File: src/rtl/core/dcp_idr_pkg.sv
// Types and constants shared by the DCP identify response parser.
package dcp_idr_pkg;

  localparam int unsigned EthHeaderBytes   = 14;
  localparam int unsigned DcpHeaderBytes   = 12;
  localparam int unsigned DataLengthOffset = 10;
  localparam int unsigned DataStart        = EthHeaderBytes + DcpHeaderBytes;

  localparam logic [15:0] POS_LIMIT = 16'hFFFF;

  // configuration register indexes
  localparam logic [2:0] CFG_FRAME_ID     = 3'd0;
  localparam logic [2:0] CFG_SERVICE_ID   = 3'd1;
  localparam logic [2:0] CFG_SERVICE_TYPE = 3'd2;
  localparam logic [2:0] CFG_IP_CODE      = 3'd3;
  localparam logic [2:0] CFG_NAME_CODE    = 3'd4;
  localparam logic [2:0] CFG_HWID_CODE    = 3'd5;

  // block walk phases
  localparam logic [1:0] PH_HEAD = 2'd0;
  localparam logic [1:0] PH_BODY = 2'd1;
  localparam logic [1:0] PH_PAD  = 2'd2;

  localparam logic KIND_NAME    = 1'b0;
  localparam logic KIND_SUMMARY = 1'b1;

  typedef struct packed {
    logic        result_kind;
    logic [7:0]  name_byte;
    logic [7:0]  name_index;
    logic        name_restart;
    logic        accepted;
    logic [47:0] source_mac;
    logic        ip_valid;
    logic [31:0] ip_address;
    logic [15:0] hw_vendor;
    logic [15:0] hw_device;
    logic        final_res;
  } result_t;

endpackage

File: src/rtl/core/dcp_identify_response_parser.sv
// DCP identify response parser: frame byte walk, field capture and result queue.
// Data path: a byte is registered at acceptance, parsed from that input register, and its
// results are written to the result queue, whose occupancy drives out_valid.
// Throughput: one byte per cycle while the result queue has two free entries; a byte that
// yields a name byte and the summary writes two entries into the four-entry result queue.
// Reset: synchronous, active low; clears the parser state, the queue and the registers
// to their default codes.
module dcp_identify_response_parser
  import dcp_idr_pkg::*;
#(
  parameter int unsigned NAME_CAPACITY = 256
) (
  input  logic        clk,
  input  logic        rst_n,
  input  logic        in_valid,
  output logic        in_stall,
  input  logic [7:0]  in_data_byte,
  input  logic        in_last_byte,
  output logic        out_valid,
  input  logic        out_stall,
  output logic        out_result_kind,
  output logic [7:0]  out_name_byte,
  output logic [7:0]  out_name_index,
  output logic        out_name_restart,
  output logic        out_accepted,
  output logic [47:0] out_source_mac,
  output logic        out_ip_valid,
  output logic [31:0] out_ip_address,
  output logic [15:0] out_hw_vendor,
  output logic [15:0] out_hw_device,
  output logic        out_final_res,
  input  logic        cfg_valid,
  output logic        cfg_ready,
  input  logic [2:0]  cfg_index,
  input  logic [15:0] cfg_data
);

  localparam int unsigned NameLimit = NAME_CAPACITY - 1;

  // configuration registers
  logic [15:0] frame_id_r;
  logic [7:0]  service_id_r;
  logic [7:0]  service_type_r;
  logic [15:0] ip_code_r;
  logic [15:0] name_code_r;
  logic [15:0] hwid_code_r;

  // input stage
  logic       hold_r;
  logic [7:0] byte_r;
  logic       last_r;

  // parser state
  logic [15:0] byte_position_r, byte_position_nxt;
  logic [16:0] region_end_r, region_end_nxt;
  logic        header_ok_r, header_ok_nxt;
  logic [1:0]  block_phase_r, block_phase_nxt;
  logic [15:0] block_code_r, block_code_nxt;
  logic [15:0] block_length_r, block_length_nxt;
  logic [15:0] block_offset_r, block_offset_nxt;
  logic [47:0] mac_shift_r, mac_shift_nxt;
  logic [31:0] ip_shift_r, ip_shift_nxt;
  logic        ip_seen_r, ip_seen_nxt;
  logic [31:0] vendor_device_r, vendor_device_nxt;
  logic [31:0] field_work_r, field_work_nxt;

  // result queue
  result_t     queue_r [4];
  logic [1:0]  wr_ptr_r;
  logic [1:0]  rd_ptr_r;
  logic [2:0]  count_r;

  logic        go;
  logic        pop;
  logic        name_push;
  result_t     name_res;
  result_t     sum_res;
  logic [16:0] off_inc;
  logic        acc;

  assign cfg_ready = 1'b1;
  assign go        = hold_r && (count_r <= 3'd2);
  assign in_stall  = hold_r && !go;
  assign out_valid = (count_r != 3'd0);
  assign pop       = out_valid && !out_stall;

  always_ff @(posedge clk) begin
    if (!rst_n) begin
      frame_id_r     <= 16'hFEFF;
      service_id_r   <= 8'd5;
      service_type_r <= 8'd1;
      ip_code_r      <= 16'h0102;
      name_code_r    <= 16'h0202;
      hwid_code_r    <= 16'h0203;
    end else if (cfg_valid && cfg_ready) begin
      case (cfg_index)
        CFG_FRAME_ID:     frame_id_r     <= cfg_data;
        CFG_SERVICE_ID:   service_id_r   <= cfg_data[7:0];
        CFG_SERVICE_TYPE: service_type_r <= cfg_data[7:0];
        CFG_IP_CODE:      ip_code_r      <= cfg_data;
        CFG_NAME_CODE:    name_code_r    <= cfg_data;
        CFG_HWID_CODE:    hwid_code_r    <= cfg_data;
        default: ;
      endcase
    end
  end

  always_ff @(posedge clk) begin
    if (!rst_n) begin
      hold_r <= 1'b0;
    end else if (in_valid && !in_stall) begin
      hold_r <= 1'b1;
    end else if (go) begin
      hold_r <= 1'b0;
    end
  end

  always_ff @(posedge clk) begin
    if (in_valid && !in_stall) begin
      byte_r <= in_data_byte;
      last_r <= in_last_byte;
    end
  end

  always_comb begin
    byte_position_nxt = byte_position_r;
    region_end_nxt    = region_end_r;
    header_ok_nxt     = header_ok_r;
    block_phase_nxt   = block_phase_r;
    block_code_nxt    = block_code_r;
    block_length_nxt  = block_length_r;
    block_offset_nxt  = block_offset_r;
    mac_shift_nxt     = mac_shift_r;
    ip_shift_nxt      = ip_shift_r;
    ip_seen_nxt       = ip_seen_r;
    vendor_device_nxt = vendor_device_r;
    field_work_nxt    = field_work_r;
    name_push         = 1'b0;
    name_res          = '0;
    off_inc           = {1'b0, block_offset_r} + 17'd1;

    if (byte_position_r >= 16'd6 && byte_position_r < 16'd12) begin
      mac_shift_nxt = {mac_shift_r[39:0], byte_r};
    end else if (byte_position_r == 16'(EthHeaderBytes)) begin
      if (byte_r != frame_id_r[15:8]) header_ok_nxt = 1'b0;
    end else if (byte_position_r == 16'(EthHeaderBytes + 1)) begin
      if (byte_r != frame_id_r[7:0]) header_ok_nxt = 1'b0;
    end else if (byte_position_r == 16'(EthHeaderBytes + 2)) begin
      if (byte_r != service_id_r) header_ok_nxt = 1'b0;
    end else if (byte_position_r == 16'(EthHeaderBytes + 3)) begin
      if (byte_r != service_type_r) header_ok_nxt = 1'b0;
    end else if (byte_position_r == 16'(EthHeaderBytes + DataLengthOffset)) begin
      region_end_nxt = 17'(DataStart) + {1'b0, byte_r, 8'd0};
    end else if (byte_position_r == 16'(EthHeaderBytes + DataLengthOffset + 1)) begin
      region_end_nxt = region_end_r + {9'd0, byte_r};
    end

    if (header_ok_r && byte_position_r >= 16'(DataStart) && byte_position_r < POS_LIMIT) begin
      case (block_phase_r)
        PH_BODY: begin
          if (block_code_r == ip_code_r && block_length_r >= 16'd14) begin
            if (block_offset_r >= 16'd2 && block_offset_r <= 16'd5) begin
              field_work_nxt = {field_work_r[23:0], byte_r};
              if (block_offset_r == 16'd5) begin
                ip_shift_nxt = {field_work_r[23:0], byte_r};
                ip_seen_nxt  = 1'b1;
              end
            end
          end else if (block_code_r == name_code_r) begin
            if (block_offset_r < 16'(NameLimit)) begin
              name_push             = 1'b1;
              name_res.result_kind  = KIND_NAME;
              name_res.name_byte    = byte_r;
              name_res.name_index   = block_offset_r[7:0];
              name_res.name_restart = (block_offset_r == 16'd0);
            end
          end else if (block_code_r == hwid_code_r && block_length_r >= 16'd4) begin
            if (block_offset_r <= 16'd3) begin
              field_work_nxt = {field_work_r[23:0], byte_r};
              if (block_offset_r == 16'd3) begin
                vendor_device_nxt = {field_work_r[23:0], byte_r};
              end
            end
          end
          if (off_inc >= {1'b0, block_length_r}) begin
            block_offset_nxt = '0;
            block_phase_nxt  = block_length_r[0] ? PH_PAD : PH_HEAD;
          end else begin
            block_offset_nxt = off_inc[15:0];
          end
        end
        PH_PAD: begin
          block_phase_nxt  = PH_HEAD;
          block_offset_nxt = '0;
        end
        default: begin
          if ({1'b0, byte_position_r} < region_end_r) begin
            if (block_offset_r < 16'd2) begin
              block_code_nxt = {block_code_r[7:0], byte_r};
            end else begin
              block_length_nxt = {block_length_r[7:0], byte_r};
            end
            if (block_offset_r == 16'd3) begin
              block_offset_nxt = '0;
              field_work_nxt   = '0;
              block_phase_nxt  = (block_length_nxt != 16'd0) ? PH_BODY : PH_HEAD;
            end else begin
              block_offset_nxt = off_inc[15:0];
            end
          end
        end
      endcase
    end

    if (byte_position_r < POS_LIMIT) begin
      byte_position_nxt = byte_position_r + 16'd1;
    end

    acc                  = header_ok_nxt && (byte_position_r >= 16'(DataStart - 1));
    sum_res              = '0;
    sum_res.result_kind  = KIND_SUMMARY;
    sum_res.accepted     = acc;
    sum_res.source_mac   = mac_shift_nxt;
    sum_res.ip_valid     = acc && ip_seen_nxt;
    sum_res.ip_address   = (acc && ip_seen_nxt) ? ip_shift_nxt : 32'd0;
    sum_res.hw_vendor    = acc ? vendor_device_nxt[31:16] : 16'd0;
    sum_res.hw_device    = acc ? vendor_device_nxt[15:0] : 16'd0;
    sum_res.final_res    = 1'b1;
  end

  always_ff @(posedge clk) begin
    if (!rst_n || (go && last_r)) begin
      byte_position_r <= '0;
      region_end_r    <= '0;
      header_ok_r     <= 1'b1;
      block_phase_r   <= PH_HEAD;
      block_code_r    <= '0;
      block_length_r  <= '0;
      block_offset_r  <= '0;
      mac_shift_r     <= '0;
      ip_shift_r      <= '0;
      ip_seen_r       <= 1'b0;
      vendor_device_r <= '0;
      field_work_r    <= '0;
    end else if (go) begin
      byte_position_r <= byte_position_nxt;
      region_end_r    <= region_end_nxt;
      header_ok_r     <= header_ok_nxt;
      block_phase_r   <= block_phase_nxt;
      block_code_r    <= block_code_nxt;
      block_length_r  <= block_length_nxt;
      block_offset_r  <= block_offset_nxt;
      mac_shift_r     <= mac_shift_nxt;
      ip_shift_r      <= ip_shift_nxt;
      ip_seen_r       <= ip_seen_nxt;
      vendor_device_r <= vendor_device_nxt;
      field_work_r    <= field_work_nxt;
    end
  end

  // result queue: up to two writes per parsed byte, one read per cycle while out_stall is low
  logic [1:0] push_cnt;
  assign push_cnt = go ? ({1'b0, name_push} + {1'b0, last_r}) : 2'd0;

  always_ff @(posedge clk) begin
    if (go) begin
      if (name_push) begin
        queue_r[wr_ptr_r] <= name_res;
        if (last_r) queue_r[wr_ptr_r + 2'd1] <= sum_res;
      end else if (last_r) begin
        queue_r[wr_ptr_r] <= sum_res;
      end
    end
  end

  always_ff @(posedge clk) begin
    if (!rst_n) begin
      wr_ptr_r <= '0;
      rd_ptr_r <= '0;
      count_r  <= '0;
    end else begin
      wr_ptr_r <= wr_ptr_r + push_cnt;
      if (pop) rd_ptr_r <= rd_ptr_r + 2'd1;
      count_r <= count_r + {1'b0, push_cnt} - {2'd0, pop};
    end
  end

  result_t head;
  assign head = queue_r[rd_ptr_r];

  assign out_result_kind  = head.result_kind;
  assign out_name_byte    = head.name_byte;
  assign out_name_index   = head.name_index;
  assign out_name_restart = head.name_restart;
  assign out_accepted     = head.accepted;
  assign out_source_mac   = head.source_mac;
  assign out_ip_valid     = head.ip_valid;
  assign out_ip_address   = head.ip_address;
  assign out_hw_vendor    = head.hw_vendor;
  assign out_hw_device    = head.hw_device;
  assign out_final_res    = head.final_res;

endmodule
File: config.mk
export PLATFORM = sky130hd
export DESIGN_NAME = dcp_identify_response_parser
export DESIGN_NICKNAME = d
export VERILOG_FILES = /design/src/rtl/core/dcp_idr_pkg.sv /design/src/rtl/core/dcp_identify_response_parser.sv
export SDC_FILE = /design/constraint.sdc
export NUM_CORES = 2
export LEC_CHECK = 0
export ABC_CLOCK_PERIOD_IN_PS = 10500
export BUFFER_PORTS_ARGS = -buffer_cell sky130_fd_sc_hd__buf_2
export CELL_PAD_IN_SITES_DETAIL_PLACEMENT = 1
export CELL_PAD_IN_SITES_GLOBAL_PLACEMENT = 1
export CORE_ASPECT_RATIO = 0.8
export CORE_MARGIN = 3
export CORE_UTILIZATION = 40
export CTS_CLUSTER_SIZE = 20
export DETAILED_ROUTE_END_ITERATION = 8
export PLACE_DENSITY_LB_ADDON = 0.1
export REMOVE_ABC_BUFFERS = 1
export SLEW_MARGIN = 20
export SYNTH_ARGS = -nofsm -noshare
export SYNTH_HDL_FRONTEND = slang
export SYNTH_SLANG_ARGS = --single-unit
File: constraint.sdc
create_clock -name clk -period 10.5 [get_ports clk]
set_input_delay 2.1 -clock clk [delete_from_list [all_inputs] [get_ports clk]]
set_output_delay 2.1 -clock clk [all_outputs]
set_load 0.01 [all_outputs]
Yosys cells after proc, flatten, opt, wreduce, memory -nomap -nowiden
Memories as Yosys holds them, arrays and structs flattened. A register that Yosys moved wholly into a read port is not among the register bits. Cells that the tools add are included.

Bits in registers: 318. Latch bits: 0. RAM bits: 532. Memory bits (read-only): 0. Output and inout bits: 136. Word-level logic and storage cells: 207. Memories kept: 1.

$add $sub $neg: 10. Multipliers: 0. Div/mod/pow operators: 0. Order comparisons: 15. Equal/unequal tests: 27. Shift-type cells: 0. Multiplexer cells: 80. Bitwise logic cells: 8. Reductions and logical operators: 42.

Memory list: queue_r (depth 4, bits a word 133, rd ports 1, clocked after Yosys merged registers in 1, wr ports 2, line dcp_identify_response_parser.sv:68) `result_t queue_r [4];`.

Operators with widths (count): 32-bit 2-to-1 mux (13); 24-bit 2-to-1 mux (7); 16-bit 2-to-1 mux (9); 133-bit 2-to-1 mux (1); 17-bit 2-to-1 mux (7); 16-bit by 5-bit == test with 1-bit output (second input constant) (4); 16-bit == test (3); 48-bit 2-to-1 mux (1); 24-bit case mux with 2 select lines (1); 16-bit by 4-bit == test with 1-bit output (second input constant) (2); 16-bit by 3-bit >= comparator with 1-bit output (second input constant) (2); 16-bit by 5-bit >= comparator with 1-bit output (second input constant) (2); 1-bit 2-to-1 mux (32); 8-bit != test (4); 16-bit case mux with 2 select lines (1); 16-bit by 1-bit adder with 17-bit output (second input constant) (1); 17-bit by 8-bit adder with 17-bit output (1); 5-bit by 16-bit adder with 17-bit output (first input constant) (1); 17-bit by 16-bit >= comparator with 1-bit output (1); 16-bit by 17-bit less-than comparator with 1-bit output (1); 16-bit by 1-bit adder with 16-bit output (second input constant) (1); 16-bit by 2-bit == test with 1-bit output (second input constant) (1); 16-bit by 3-bit == test with 1-bit output (second input constant) (1); 16-bit by 2-bit >= comparator with 1-bit output (second input constant) (1); 39 further kinds (84).

Logic depth before layout (Yosys ltp)
Word-level depth: 11. Depth in mapped cells: 18. Depth with buffers taken out: 15.

Least setup slack after synthesis
No wires, ideal clock.

Path kind: reg-to-reg. From: register block_offset_r[0]. To: memory queue_r[1][100] (netlist name) (enable). Library setup time: 467 ps. Arrival: 5187 ps. Required time: 10033 ps. Path slack: 4846 ps. Stages on the path, launching flop included: 14. Period minus slack after synthesis: 5654 ps. Cell sequence: dfxtp_1 > ha_1 > nand3_1 > or3_1 > clkbuf_1 > and4_1 > nand2_2 > ha_1 > buf_2 > a21oi_2 > a211o_1 > buf_4 > buf_6 > inv_1.

RTL lines: start: declaration (line dcp_identify_response_parser.sv:60) `logic [15:0] block_offset_r, block_offset_nxt;`; start signal: assignment (line dcp_identify_response_parser.sv:252) `block_offset_r <= block_offset_nxt;`; end: declaration (line dcp_identify_response_parser.sv:68).

==> impl_metrics.toml <==
[status]
status = "finished, final reports clean"

[yosys]
synthArstFlopShare_pct = 0
synth_area_um2 = 37300
synth_area_per_cell_um2 = 11.6
ys_ff_latch = 848
ys_seq_area_share_pct = 57.9
synth.distinct_cells = 78
syn_inst = 3223
synth-edff-count = 465
ys.flop_type = "edfxtp_1"
yosysWarnings = 0

[setup_path]
worst-path-buf-inv = 3
cp.arrival_ns = 6.34
worst-path-max-fanout = 47
crit_type = "reg2reg"
reg2reg_depth = 11
required_ns = 10.77
critPathLaunchType = "flip-flop"
rrSetupSlack_ns = 4.43
critPathMaxStageDelay_ns = 0.80
path_delay_family = "buffers and inverters"
critPathCaptureType = "flip-flop"
reg2reg_to = "queue_r[1][46]$_DFFE_PP_"
slowest_stage = "buf_4"
crit_chain = "ha_1 -> nand3_1 -> or3_1 -> and4_1 -> nand2_2 -> ha_1 -> a21oi_2 -> a211o_1 -> inv_4 -> buf_4 -> buf_4"
regToRegStartpoint = "block_offset_r[1]$_SDFFE_PP0P_"

[detailed_routing]
drc_errors = 0
ant_nets = 0
avgRoutedWirePerCell_um = 23.7
drt_iter0_markers = 1463
via_per_inst = 5.55
vias = 25500
drt-total-wl_mm = 109
dr.pass1.iters = 5

[grt]
use_met3_pct = 2.84
top_usage_layer = "met2"
grt_max_degree = 108
globalRouteMet1Util_pct = 30.5
grt_usage_pct = 22.4
grt_pass1_vias = 27400
gr-total-overflow = 0
grt_pass1_wl_mm = 168
antenna_found_initial = 1
grtUsageMet2_pct = 38.4

[power]
irDropWorstVdd_mv = 0.139
power_density_nw_per_um2 = 190
leakagePower_nw = 14.1

[clock_tree]
cts_tree = "done"
ctsResizeCount = 0
clkSinkCount = 848
clk_latency_ns = 0.67
cts.htree.levels = 3
cts_hold_buf = 0
clk_path_buf_depth = 3
post_cts_buffers = 0
cts_made_buffers = 90
clkTransAtPathRegs_ns = 0.06
cts-root-buf = "clkbuf_16"

[sta]
rsz0062_at_grt = "false"
setup_viol = 0
clock_skew_ns = 0.0318
fin_crit_sh_pct = 57.8
slew_violations = 0
worst_hold_slack_ns = 0.452
fin_tns_setup_ns = 0
hold_viol_final = 0
fmax_mhz = 165
slew_headroom_pct = 27.3
period_needed_ns = 6.07
worst_slew_pin_slew_ns = 1.09
setup_slack_ns = 4.43

[job]
maxCapViolCount = 0

[min_path]
min_to = "ip_shift_r[0]$_SDFFE_PP0P_"
hold_depth = 2
hp-class = "reg2reg"
min-delay-start = "ip_shift_r[0]$_SDFFE_PP0P_"

[die]
rows = 99
die_y_um = 279
start_util_pct = 40.6
core_area_um2 = 91900
die_area_um2 = 97000
io-pin-count = 169
die_w_um = 348

[cells_and_area]
finalNetCount = 3390
stdcell_area_um2 = 42100
final_core_util_pct = 45.8
final_cell_mix = "539 x nor2_1, 465 x edfxtp_1, 401 x nand2_1"
drive_above_1_share_pct = 15.9
final_common_cell = "nor2_1"
n_fill_cell = 9704
synthToLayoutAreaGrowth_pct = 12.7

[placed_design]
dp_hpwl_mm = 64.9
numPortBuffers = 167
pre_cts_ws_ns = 4.43
gp_congestion = 0.822
placed_cell_area_um2 = 39100
## final cells by class
| cell class | instances | area, µm² | share of cell area (%) |
|---|---|---|---|
| Antenna cell | 1 | 2.50 | 0.00595 |
| Clock buffer | 125 | 2540 | 6.04 |
| Clock inverter | 44 | 419 | 0.996 |
| Inverter | 73 | 284 | 0.675 |
| Multi-Input combinational cell | 2069 | 14400 | 34.3 |
| Sequential cell | 848 | 21600 | 51.4 |
| Tap cell | 1212 | 1520 | 3.61 |
| Timing Repair Buffer | 217 | 1230 | 2.94 |
## worst max-delay path by stage
| stage | endpoint | slack (ns) | startpoint | cells after the start |
|---|---|---|---|---|
| after floorplan | mac_shift_r[0]$_SDFFE_PP0P_ | 1.74 | byte_position_r[6]$_SDFFE_PP0P_ | 6 |
| after global placement | queue_r[3][65]$_DFFE_PP_ | 4.63 | block_offset_r[0]$_SDFFE_PP0P_ | 11 |
| after detailed placement | queue_r[1][65]$_DFFE_PP_ | 4.43 | block_offset_r[1]$_SDFFE_PP0P_ | 11 |
| after CTS | queue_r[1][46]$_DFFE_PP_ | 4.38 | block_offset_r[1]$_SDFFE_PP0P_ | 11 |
| after global routing | queue_r[3][65]$_DFFE_PP_ | 4.11 | block_offset_r[1]$_SDFFE_PP0P_ | 11 |
| final | queue_r[1][46]$_DFFE_PP_ | 4.43 | block_offset_r[1]$_SDFFE_PP0P_ | 11 |
## cells by family (layout without fill, tap and decap cells)
group / after synthesis / in the layout / synth area share, %
and+or+nand+nor: 1206 / 1206 / 14.1
DFF: 848 / 848 / 57.9
AOI/OAI and AO/OA: 407 / 407 / 7.64
buffers and inverters: 306 / 459 / 3.64
muxes: 278 / 278 / 11.9
xor gates and xnor gates: 119 / 119 / 2.79
adders and majority gates: 58 / 58 / 1.98
other: 1 / 2 / 0.0100
## synth_stat cells, types with 5 or more instances
| master | number | area (µm²) |
|---|---|---|
| nor4_1 | 20 | 125 |
| xor2_1 | 53 | 464 |
| and2_1 | 13 | 81.3 |
| buf_1 | 19 | 71.3 |
| a21o_1 | 5 | 37.5 |
| dfxtp_1 | 383 | 7670 |
| a32oi_1 | 5 | 43.8 |
| edfxtp_1 | 465 | 14000 |
| ha_1 | 56 | 701 |
| o21ai_0 | 41 | 205 |
| nor2b_1 | 10 | 62.6 |
| o41ai_1 | 6 | 52.6 |
| inv_1 | 73 | 274 |
| a21boi_0 | 56 | 420 |
| mux2i_1 | 145 | 1450 |
| buf_6 | 11 | 124 |
| o2bb2ai_1 | 9 | 78.8 |
| o31ai_1 | 18 | 135 |
| nand2b_1 | 7 | 43.8 |
| nand4_1 | 31 | 194 |
| nand3_1 | 81 | 405 |
| o21ai_1 | 6 | 30.0 |
| xnor2_1 | 66 | 578 |
| buf_2 | 38 | 190 |
| a22o_1 | 93 | 815 |
| nor3_1 | 25 | 125 |
| and3_1 | 19 | 119 |
| nand3b_1 | 6 | 45.0 |
| nand2_1 | 404 | 1520 |
| a21oi_1 | 114 | 571 |
| o211ai_1 | 6 | 45.0 |
| buf_4 | 20 | 150 |
| mux4_2 | 132 | 2970 |
| clkbuf_1 | 142 | 533 |
| a211oi_1 | 10 | 75.1 |
| or2_2 | 5 | 31.3 |
| or3_1 | 9 | 56.3 |
| nor4_4 | 7 | 149 |
| nor2_1 | 539 | 2020 |
## sequential cells by signal, indices dropped and copies added (netlist names), 17 cells and up, named ones only
| signal | cells |
|---|---|
| ip_shift_r | 32 |
| mac_shift_r | 48 |
| region_end_r | 17 |
| queue_r | 528 |
| vendor_device_r | 32 |
| field_work_r | 24 |
## tightest hold or removal path, stage by stage (launching register included)
cell	delay, ns
dfxtp_1	0.31
nand2_1	0.05
a21oi_1	0.05
## metal layers
layer / vias up / wire, µm
met4: 0 / 1870
met5: - / 0
met1: 13200 / 50300
met2: 445 / 52900
met3: 123 / 3660
li1: 11700 / -
## power by group
group | switching (W) | total, W | internal [W]
Sequential | 0.0000781 | 0.00363 | 0.00355
Combinational | 0.000659 | 0.00117 | 0.000508
Clock | 0.00139 | 0.00319 | 0.00181
## per-stage QoR
| stage | std cells | power [W] |
|---|---|---|
| 6_report | 4589 | 0.00799 |
| 4_1_cts | 4585 | 0.00811 |
| 5_1_grt | 4588 | 0.00831 |
| 3_3_place_gp | 4415 | 0.00489 |
| 3_5_place_dp | 4416 | 0.00491 |
| 2_1_floorplan | 2990 | 0.00448 |
No activity file was read; power rests on OpenSTA's default activity.
